File: src/rtl/core/slm_pkg.sv
`timescale 1ns / 1ps

package slm_pkg;

  localparam int LIST_DEPTH_DEF = 16;
  localparam int VALUE_W        = 32;

  typedef logic [1:0] op_t;

  localparam op_t OP_LOAD_A = 2'd0;
  localparam op_t OP_LOAD_B = 2'd1;
  localparam op_t OP_MERGE  = 2'd2;

  typedef enum logic {
    ST_IDLE,
    ST_MERGE
  } state_t;

  typedef struct packed {
    logic load_a;
    logic load_b;
    logic step;
  } slm_cmd_t;

  typedef struct packed {
    logic empty;
    logic slot_free;
    logic last;
  } slm_sts_t;

endpackage

File: src/rtl/core/slm_ctrl.sv
`timescale 1ns / 1ps

module slm_ctrl (
  input  logic              clk,
  input  logic              rst_n,
  input  logic              in_valid,
  output logic              in_ready,
  input  slm_pkg::op_t      in_op,
  input  slm_pkg::slm_sts_t sts,
  output slm_pkg::slm_cmd_t cmd
);
  import slm_pkg::*;

  state_t state_r;
  state_t state_nxt;

  always_ff @(posedge clk) begin
    if (!rst_n) begin
      state_r <= ST_IDLE;
    end else begin
      state_r <= state_nxt;
    end
  end

  always_comb begin
    state_nxt  = state_r;
    in_ready   = 1'b0;
    cmd.load_a = 1'b0;
    cmd.load_b = 1'b0;
    cmd.step   = 1'b0;
    unique case (state_r)
      ST_IDLE: begin
        in_ready = 1'b1;
        if (in_valid) begin
          unique case (in_op)
            OP_LOAD_A: cmd.load_a = 1'b1;
            OP_LOAD_B: cmd.load_b = 1'b1;
            OP_MERGE: begin
              if (!sts.empty) begin
                state_nxt = ST_MERGE;
              end
            end
            default: ;
          endcase
        end
      end
      ST_MERGE: begin
        if (sts.slot_free) begin
          cmd.step = 1'b1;
          if (sts.last) begin
            state_nxt = ST_IDLE;
          end
        end
      end
      default: state_nxt = ST_IDLE;
    endcase
  end

endmodule

File: src/rtl/core/slm_dp.sv
`timescale 1ns / 1ps

module slm_dp #(
  parameter int LIST_DEPTH = slm_pkg::LIST_DEPTH_DEF
) (
  input  logic                                clk,
  input  logic                                rst_n,
  input  logic signed [slm_pkg::VALUE_W-1:0]  in_value,
  input  slm_pkg::slm_cmd_t                   cmd,
  output slm_pkg::slm_sts_t                   sts,
  output logic                                out_valid,
  input  logic                                out_ready,
  output logic signed [slm_pkg::VALUE_W-1:0]  out_merged_value,
  output logic                                out_last_of_run
);
  import slm_pkg::*;

  localparam int CW = $clog2(LIST_DEPTH + 1);
  localparam int AW = (LIST_DEPTH > 1) ? $clog2(LIST_DEPTH) : 1;
  localparam logic [CW-1:0] DEPTH_C = CW'(LIST_DEPTH);

  logic signed [VALUE_W-1:0] mem_a [LIST_DEPTH];
  logic signed [VALUE_W-1:0] mem_b [LIST_DEPTH];
  logic signed [VALUE_W-1:0] rd_a_r;
  logic signed [VALUE_W-1:0] rd_b_r;

  logic [CW-1:0] cnt_a_r, cnt_a_nxt;
  logic [CW-1:0] cnt_b_r, cnt_b_nxt;
  logic [CW-1:0] ia_r, ia_nxt;
  logic [CW-1:0] ib_r, ib_nxt;
  logic [AW-1:0] ra_addr, rb_addr;

  logic                      out_valid_r, out_valid_nxt;
  logic signed [VALUE_W-1:0] out_value_r;
  logic                      out_last_r;

  logic wr_a, wr_b, take_a, last;

  assign wr_a = cmd.load_a && (cnt_a_r < DEPTH_C);
  assign wr_b = cmd.load_b && (cnt_b_r < DEPTH_C);

  assign take_a = (ia_r < cnt_a_r) && ((ib_r >= cnt_b_r) || (rd_a_r <= rd_b_r));
  assign last   = ({1'b0, ia_r} + {1'b0, ib_r} + (CW + 1)'(1))
                  == ({1'b0, cnt_a_r} + {1'b0, cnt_b_r});

  assign sts.empty     = (cnt_a_r == '0) && (cnt_b_r == '0);
  assign sts.slot_free = !out_valid_r || out_ready;
  assign sts.last      = last;

  always_comb begin
    cnt_a_nxt = cnt_a_r;
    cnt_b_nxt = cnt_b_r;
    ia_nxt    = ia_r;
    ib_nxt    = ib_r;
    if (wr_a) begin
      cnt_a_nxt = cnt_a_r + CW'(1);
    end
    if (wr_b) begin
      cnt_b_nxt = cnt_b_r + CW'(1);
    end
    if (cmd.step) begin
      if (take_a) begin
        ia_nxt = ia_r + CW'(1);
      end else begin
        ib_nxt = ib_r + CW'(1);
      end
      if (last) begin
        ia_nxt    = '0;
        ib_nxt    = '0;
        cnt_a_nxt = '0;
        cnt_b_nxt = '0;
      end
    end
  end

  // read ports track the next pointers so the heads are ready every cycle
  assign ra_addr = (ia_nxt < DEPTH_C) ? ia_nxt[AW-1:0] : '0;
  assign rb_addr = (ib_nxt < DEPTH_C) ? ib_nxt[AW-1:0] : '0;

  always_ff @(posedge clk) begin
    if (wr_a) begin
      mem_a[cnt_a_r[AW-1:0]] <= in_value;
    end
    rd_a_r <= mem_a[ra_addr];
  end

  always_ff @(posedge clk) begin
    if (wr_b) begin
      mem_b[cnt_b_r[AW-1:0]] <= in_value;
    end
    rd_b_r <= mem_b[rb_addr];
  end

  always_comb begin
    out_valid_nxt = out_valid_r;
    if (cmd.step) begin
      out_valid_nxt = 1'b1;
    end else if (out_ready) begin
      out_valid_nxt = 1'b0;
    end
  end

  always_ff @(posedge clk) begin
    if (!rst_n) begin
      cnt_a_r     <= '0;
      cnt_b_r     <= '0;
      ia_r        <= '0;
      ib_r        <= '0;
      out_valid_r <= 1'b0;
    end else begin
      cnt_a_r     <= cnt_a_nxt;
      cnt_b_r     <= cnt_b_nxt;
      ia_r        <= ia_nxt;
      ib_r        <= ib_nxt;
      out_valid_r <= out_valid_nxt;
    end
  end

  always_ff @(posedge clk) begin
    if (cmd.step) begin
      out_value_r <= take_a ? rd_a_r : rd_b_r;
      out_last_r  <= last;
    end
  end

  assign out_valid        = out_valid_r;
  assign out_merged_value = out_value_r;
  assign out_last_of_run  = out_last_r;

`ifndef SYNTHESIS
  a_cnt_bound: assert property (@(posedge clk) disable iff (!rst_n)
    (cnt_a_r <= DEPTH_C) && (cnt_b_r <= DEPTH_C))
    else $error("list count above depth");

  a_ptr_bound: assert property (@(posedge clk) disable iff (!rst_n)
    (ia_r <= cnt_a_r) && (ib_r <= cnt_b_r))
    else $error("read pointer past list end");

  a_clear_after_last: assert property (@(posedge clk) disable iff (!rst_n)
    (cmd.step && last) |=> (cnt_a_r == '0) && (cnt_b_r == '0) && (ia_r == '0) && (ib_r == '0))
    else $error("lists not cleared after final element");

  a_step_slot: assert property (@(posedge clk) disable iff (!rst_n)
    cmd.step |-> (!out_valid_r || out_ready))
    else $error("output register overwritten");
`endif

endmodule

File: src/rtl/core/sorted_list_merge.sv
// Two-way merge of two ascending lists of signed 32-bit values.
// Input channel (in_valid/in_ready, in_op, in_value): op 0 appends in_value
// to list A, op 1 to list B, op 2 starts a merge; op 3 is ignored. Appends to
// a full list (LIST_DEPTH entries) are dropped.
// Output channel (out_valid/out_ready, out_merged_value, out_last_of_run):
// one request per merged element, ascending, A first on ties; the final
// element carries out_last_of_run. Both lists are empty afterwards.
// A taken merge request moves the controller into its merge state; each step
// there registers one element in the output register, one element per cycle
// while out_ready is high. The merge uses a single comparator and one read
// port per list. A merge with both lists empty emits nothing.
// in_ready is low while a merge runs. A stall on out_ready holds the output
// register and pauses the merge; loads are still taken while a finished
// element waits outside a merge.
// Reset (rst_n, synchronous) empties both lists and drops any pending output.
`timescale 1ns / 1ps

module sorted_list_merge #(
  parameter int LIST_DEPTH = slm_pkg::LIST_DEPTH_DEF
) (
  input  logic                                clk,
  input  logic                                rst_n,
  input  logic                                in_valid,
  output logic                                in_ready,
  input  slm_pkg::op_t                        in_op,
  input  logic signed [slm_pkg::VALUE_W-1:0]  in_value,
  output logic                                out_valid,
  input  logic                                out_ready,
  output logic signed [slm_pkg::VALUE_W-1:0]  out_merged_value,
  output logic                                out_last_of_run
);
  import slm_pkg::*;

  slm_cmd_t cmd;
  slm_sts_t sts;

  slm_ctrl u_ctrl (
    .clk      (clk),
    .rst_n    (rst_n),
    .in_valid (in_valid),
    .in_ready (in_ready),
    .in_op    (in_op),
    .sts      (sts),
    .cmd      (cmd)
  );

  slm_dp #(
    .LIST_DEPTH (LIST_DEPTH)
  ) u_dp (
    .clk              (clk),
    .rst_n            (rst_n),
    .in_value         (in_value),
    .cmd              (cmd),
    .sts              (sts),
    .out_valid        (out_valid),
    .out_ready        (out_ready),
    .out_merged_value (out_merged_value),
    .out_last_of_run  (out_last_of_run)
  );

endmodule

File: config.mk
export PLATFORM = sky130hd
export DESIGN_NAME = sorted_list_merge
export DESIGN_NICKNAME = d
export VERILOG_FILES = /design/src/rtl/core/slm_pkg.sv /design/src/rtl/core/slm_ctrl.sv /design/src/rtl/core/slm_dp.sv /design/src/rtl/core/sorted_list_merge.sv
export SDC_FILE = /design/constraint.sdc
export NUM_CORES = 1
export LEC_CHECK = 0
export BUFFER_PORTS_ARGS = -buffer_cell sky130_fd_sc_hd__buf_2
export CAP_MARGIN = 15
export CORE_UTILIZATION = 65
export DETAILED_ROUTE_END_ITERATION = 7
export PLACE_DENSITY = 0.8
export SYNTH_ARGS = -nofsm -noshare
export SYNTH_HDL_FRONTEND = slang
export SYNTH_SLANG_ARGS = --single-unit
export TNS_END_PERCENT = 20
File: constraint.sdc
create_clock -name clk -period 5.7 [get_ports clk]
set_clock_uncertainty 0.15 [all_clocks]
set_input_delay 0 -clock clk [delete_from_list [all_inputs] [get_ports clk]]
set_output_delay 0 -clock clk [all_outputs]
set_load 0.02 [all_outputs]
==> results.cfg <==
[outcome]
status = finished with violations
violations = design-rule violations

[global_routing]
grt_max_degree = 98
grt_usage_pct = 31.8
antenna_found_initial = 4
grt_pass1_vias = 26800
grt_pass1_wl_um = 164000
grt-ovfl-total = 0

[power]
seq_power_share_pct = 54.0
p_leak_nw = 17.8
p_clk_share_pct = 41.6
p_int_mw = 13.6
power_density_nw_per_um2 = 337
peakVddDrop_mv = 0.232
power.switching_mw = 3.52
p_sw_share_pct = 20.5
pwr-share-comb_pct = 4.4

[sta]
fin_ws_ps = 184
fin_crit_sh_pct = 96.8
setup_tns_ps = 0
max_slew_margin_pct = 25.8
tightest_slew_ps = 1110
holdWs_ps = 104
setup_viol = 0
drv_slew = 0
max_clock_freq_ghz = 0.181
min_period_ps = 5520
rsz0062_at_grt = false
hold_viol = 0

[synthesis]
avgSynthCellArea_sq_um = 15.7
ys_ff_latch = 1143
synth_cell_types = 63
netlist_area_sq_um = 45100
synth_edf_count = 1057
yosysMostFrequentCell = edfxtp_1
yosysTopAreaCell = edfxtp_1
synth_area_leaders = edfxtp_1 (70%), mux2i_1 (4.3%), dfxtp_1 (3.8%)
synth_common_cells = edfxtp_1 (1057), nand2_1 (223), mux2i_1 (194)
synthCells = 2881
syn-num-nets = 2982
ys.flop_type = edfxtp_1
synth_seq_area_share_pct = 74.2
yosys_warnings = 0
synth_top_cell_area_share_pct = 70.4
async_reset_ff_share_pct = 0

[finish]
drive_above_1_share_pct = 13.7
fillers = 3898
nets = 3110
area_growth_syn_to_layout_pct = 12.9
finalNonFillerCells = 4032
fin_util_pct = 74.2

[floorplan]
die-width_um = 265
io_pins = 73
die_h_um = 265
initial_core_util_pct = 65.7
die_area_sq_um = 70400
std_cell_rows = 96
fp.coreArea_sq_um = 68600

[routing]
antenna_left = 0
wl_per_cell_um = 27.9
drt-pass1-iter-count = 8
initialDrtViolationCount = 3392
wl_um = 112000
drc = 4
vias_per_cell = 6.71
num_vias = 27000

[job]
cap_viol_max_count = 0

[worst_setup_path]
path_max_fanout = 18
end_kind = register
crit_family = simple AND/OR/NAND/NOR gates
cpMaxStageDelayCell = nor4_2
arrival_ps = 5880
cpMostUsedCell = or2_1
startpoint_type = register
path_buf_inv = 1
path_cells = ha_1 > nand4_1 > or2_1 > nor4_2 > o31a_1 > o31ai_4 > and4_1 > o31ai_1 > and2_2 > or2_1 > buf_4 > a211oi_1 > a311oi_1
max_stage_delay_ps = 650
crit_type = register to register
critPathRequiredTime_ps = 6070

[cts]
h-tree-depth = 3
post_cts_resize_count = 0
clkTransAtPathRegs_ps = 60
cts_buffer_depth = 3
tritoncts = done
cts-root-buf = clkbuf_16
cts_buffers = 108
clkSinkCount = 1143
insertion_delay_ps = 680

[placed_design]
placed_cells = 3789
port_buffers = 72
place_congestion = 0.896
dp_hpwl_um = 59300
place_ws_ps = 475

[worst_hold_path]
hp-class = primary input to register
worst min-delay path: stages:
cell           delay, ps
dlygate4sd3_1        520
buf_2                210
and2_1               150
cell usage in the layout, fill, tap and decap left out, drive strengths merged, types with 6 or more instances in the layout:
master and instances:
a211oi 68, a21boi 36, a21o 7, a21oi 27, a222oi 32, a22oi 32, a311oi 32, a31oi 36
and2 6, buf 154, bufinv 10, clkbuf 146, clkinv 42, dfxtp 86, dlygate4sd3 41, edfxtp 1057
ha 61, inv 50, mux2 66, mux2i 194, nand2 223, nand3 76, nand4 13, nor2 86
nor3 47, o211ai 34, o21a 6, o21ai 167, o22ai 34, o2bb2ai 96, or3 65, xnor2 16
power by group through the flow:
stage                     clock network, mW  registers, mW  logic (mW)
final                                  7.14           9.25       0.751
after CTS                              7.19           9.25       0.741
after global routing                   7.50           9.25       0.802
after global placement                    0           9.43       0.679
after floorplan                           0           9.42       0.410
after detailed placement                  0           9.43       0.707
routing by layer:
| metal | global-route usage, % | share of wire (%) | up-vias |
|---|---|---|---|
| met5 | 0 | 0.030 | - |
| met1 | 44.1 | 38 | 13300 |
| li1 | - | - | 11600 |
| met2 | 51.2 | 48 | 1863 |
| met3 | 5.15 | 11 | 265 |
| met4 | 12.5 | 3.5 | 4 |
cells by family (layout without fill, tap and decap cells):
group                      count (synthesis)  count (layout)  share of synthesized area [%]
AOI/OAI and AO/OA                        623             623                           9.76
buffers and inverters                    227             446                           2.20
DFF                                     1143            1143                           74.2
and+or+nand+nor                          543             543                           5.61
other                                      0               1                              0
xor gates and xnor gates                  22              22                          0.488
adders and majority gates                 63              63                           1.78
muxes                                    260             260                           5.96
per-stage QoR:
| step | power (mW) | area, sq um |
|---|---|---|
| 5_1_grt | 17.5 | 50900 |
| 6_report | 17.1 | 50900 |
| 3_5_place_dp | 10.1 | 46900 |
| 4_1_cts | 17.2 | 50900 |
| 2_1_floorplan | 9.83 | 45100 |
| 3_3_place_gp | 10.1 | 46900 |
path summary, 6_finish.rpt:
check	startpoint	to	slack [ps]	depth (start not counted)
hold reg to reg	u_ctrl.state_r	u_ctrl.state_r	360	2
setup reg to reg	u_dp.rd_a_r[31]	u_dp.rd_a_r[9]	180	13
hold / removal	rst_n	u_dp.ia_r[3]	100	3
setup / recovery	u_dp.rd_a_r[31]	u_dp.rd_a_r[9]	180	13
area by class of cell:
cell class              instances  area [sq um]  area share [%]
inverters                      50           188           0.369
clock inverters                55           552            1.08
multi-input cells            1511         11000            21.5
repair buffers                195          1560            3.07
clock buffers                 146          3020            5.93
flip-flops and latches       1143         33500            65.7
diodes                          1          2.50         0.00491
well taps                     931          1160            2.29
registers in the layout, indices dropped and copies added, names as in the netlist:
register / count
u_dp.cnt_b_r: 5
u_dp.ia_r: 5
u_dp.out_merged_value: 32
u_ctrl.state_r: 1
u_dp.ib_r: 5
u_dp.rd_a_r: 32
u_dp.mem_b: 512
u_dp.rd_b_r: 32
u_dp.cnt_a_r: 5
u_dp.out_last_of_run: 1
u_dp.out_valid: 1
u_dp.mem_a: 512
timing repair:
item                                    4_1_cts  5_1_grt
endpoints found under the setup margin        0        0
hold buffers                                 41        0
setup buffers                                 0        0
endpoints found under the hold margin      1045        0
Note: power is estimated with default switching activity, not from simulation.
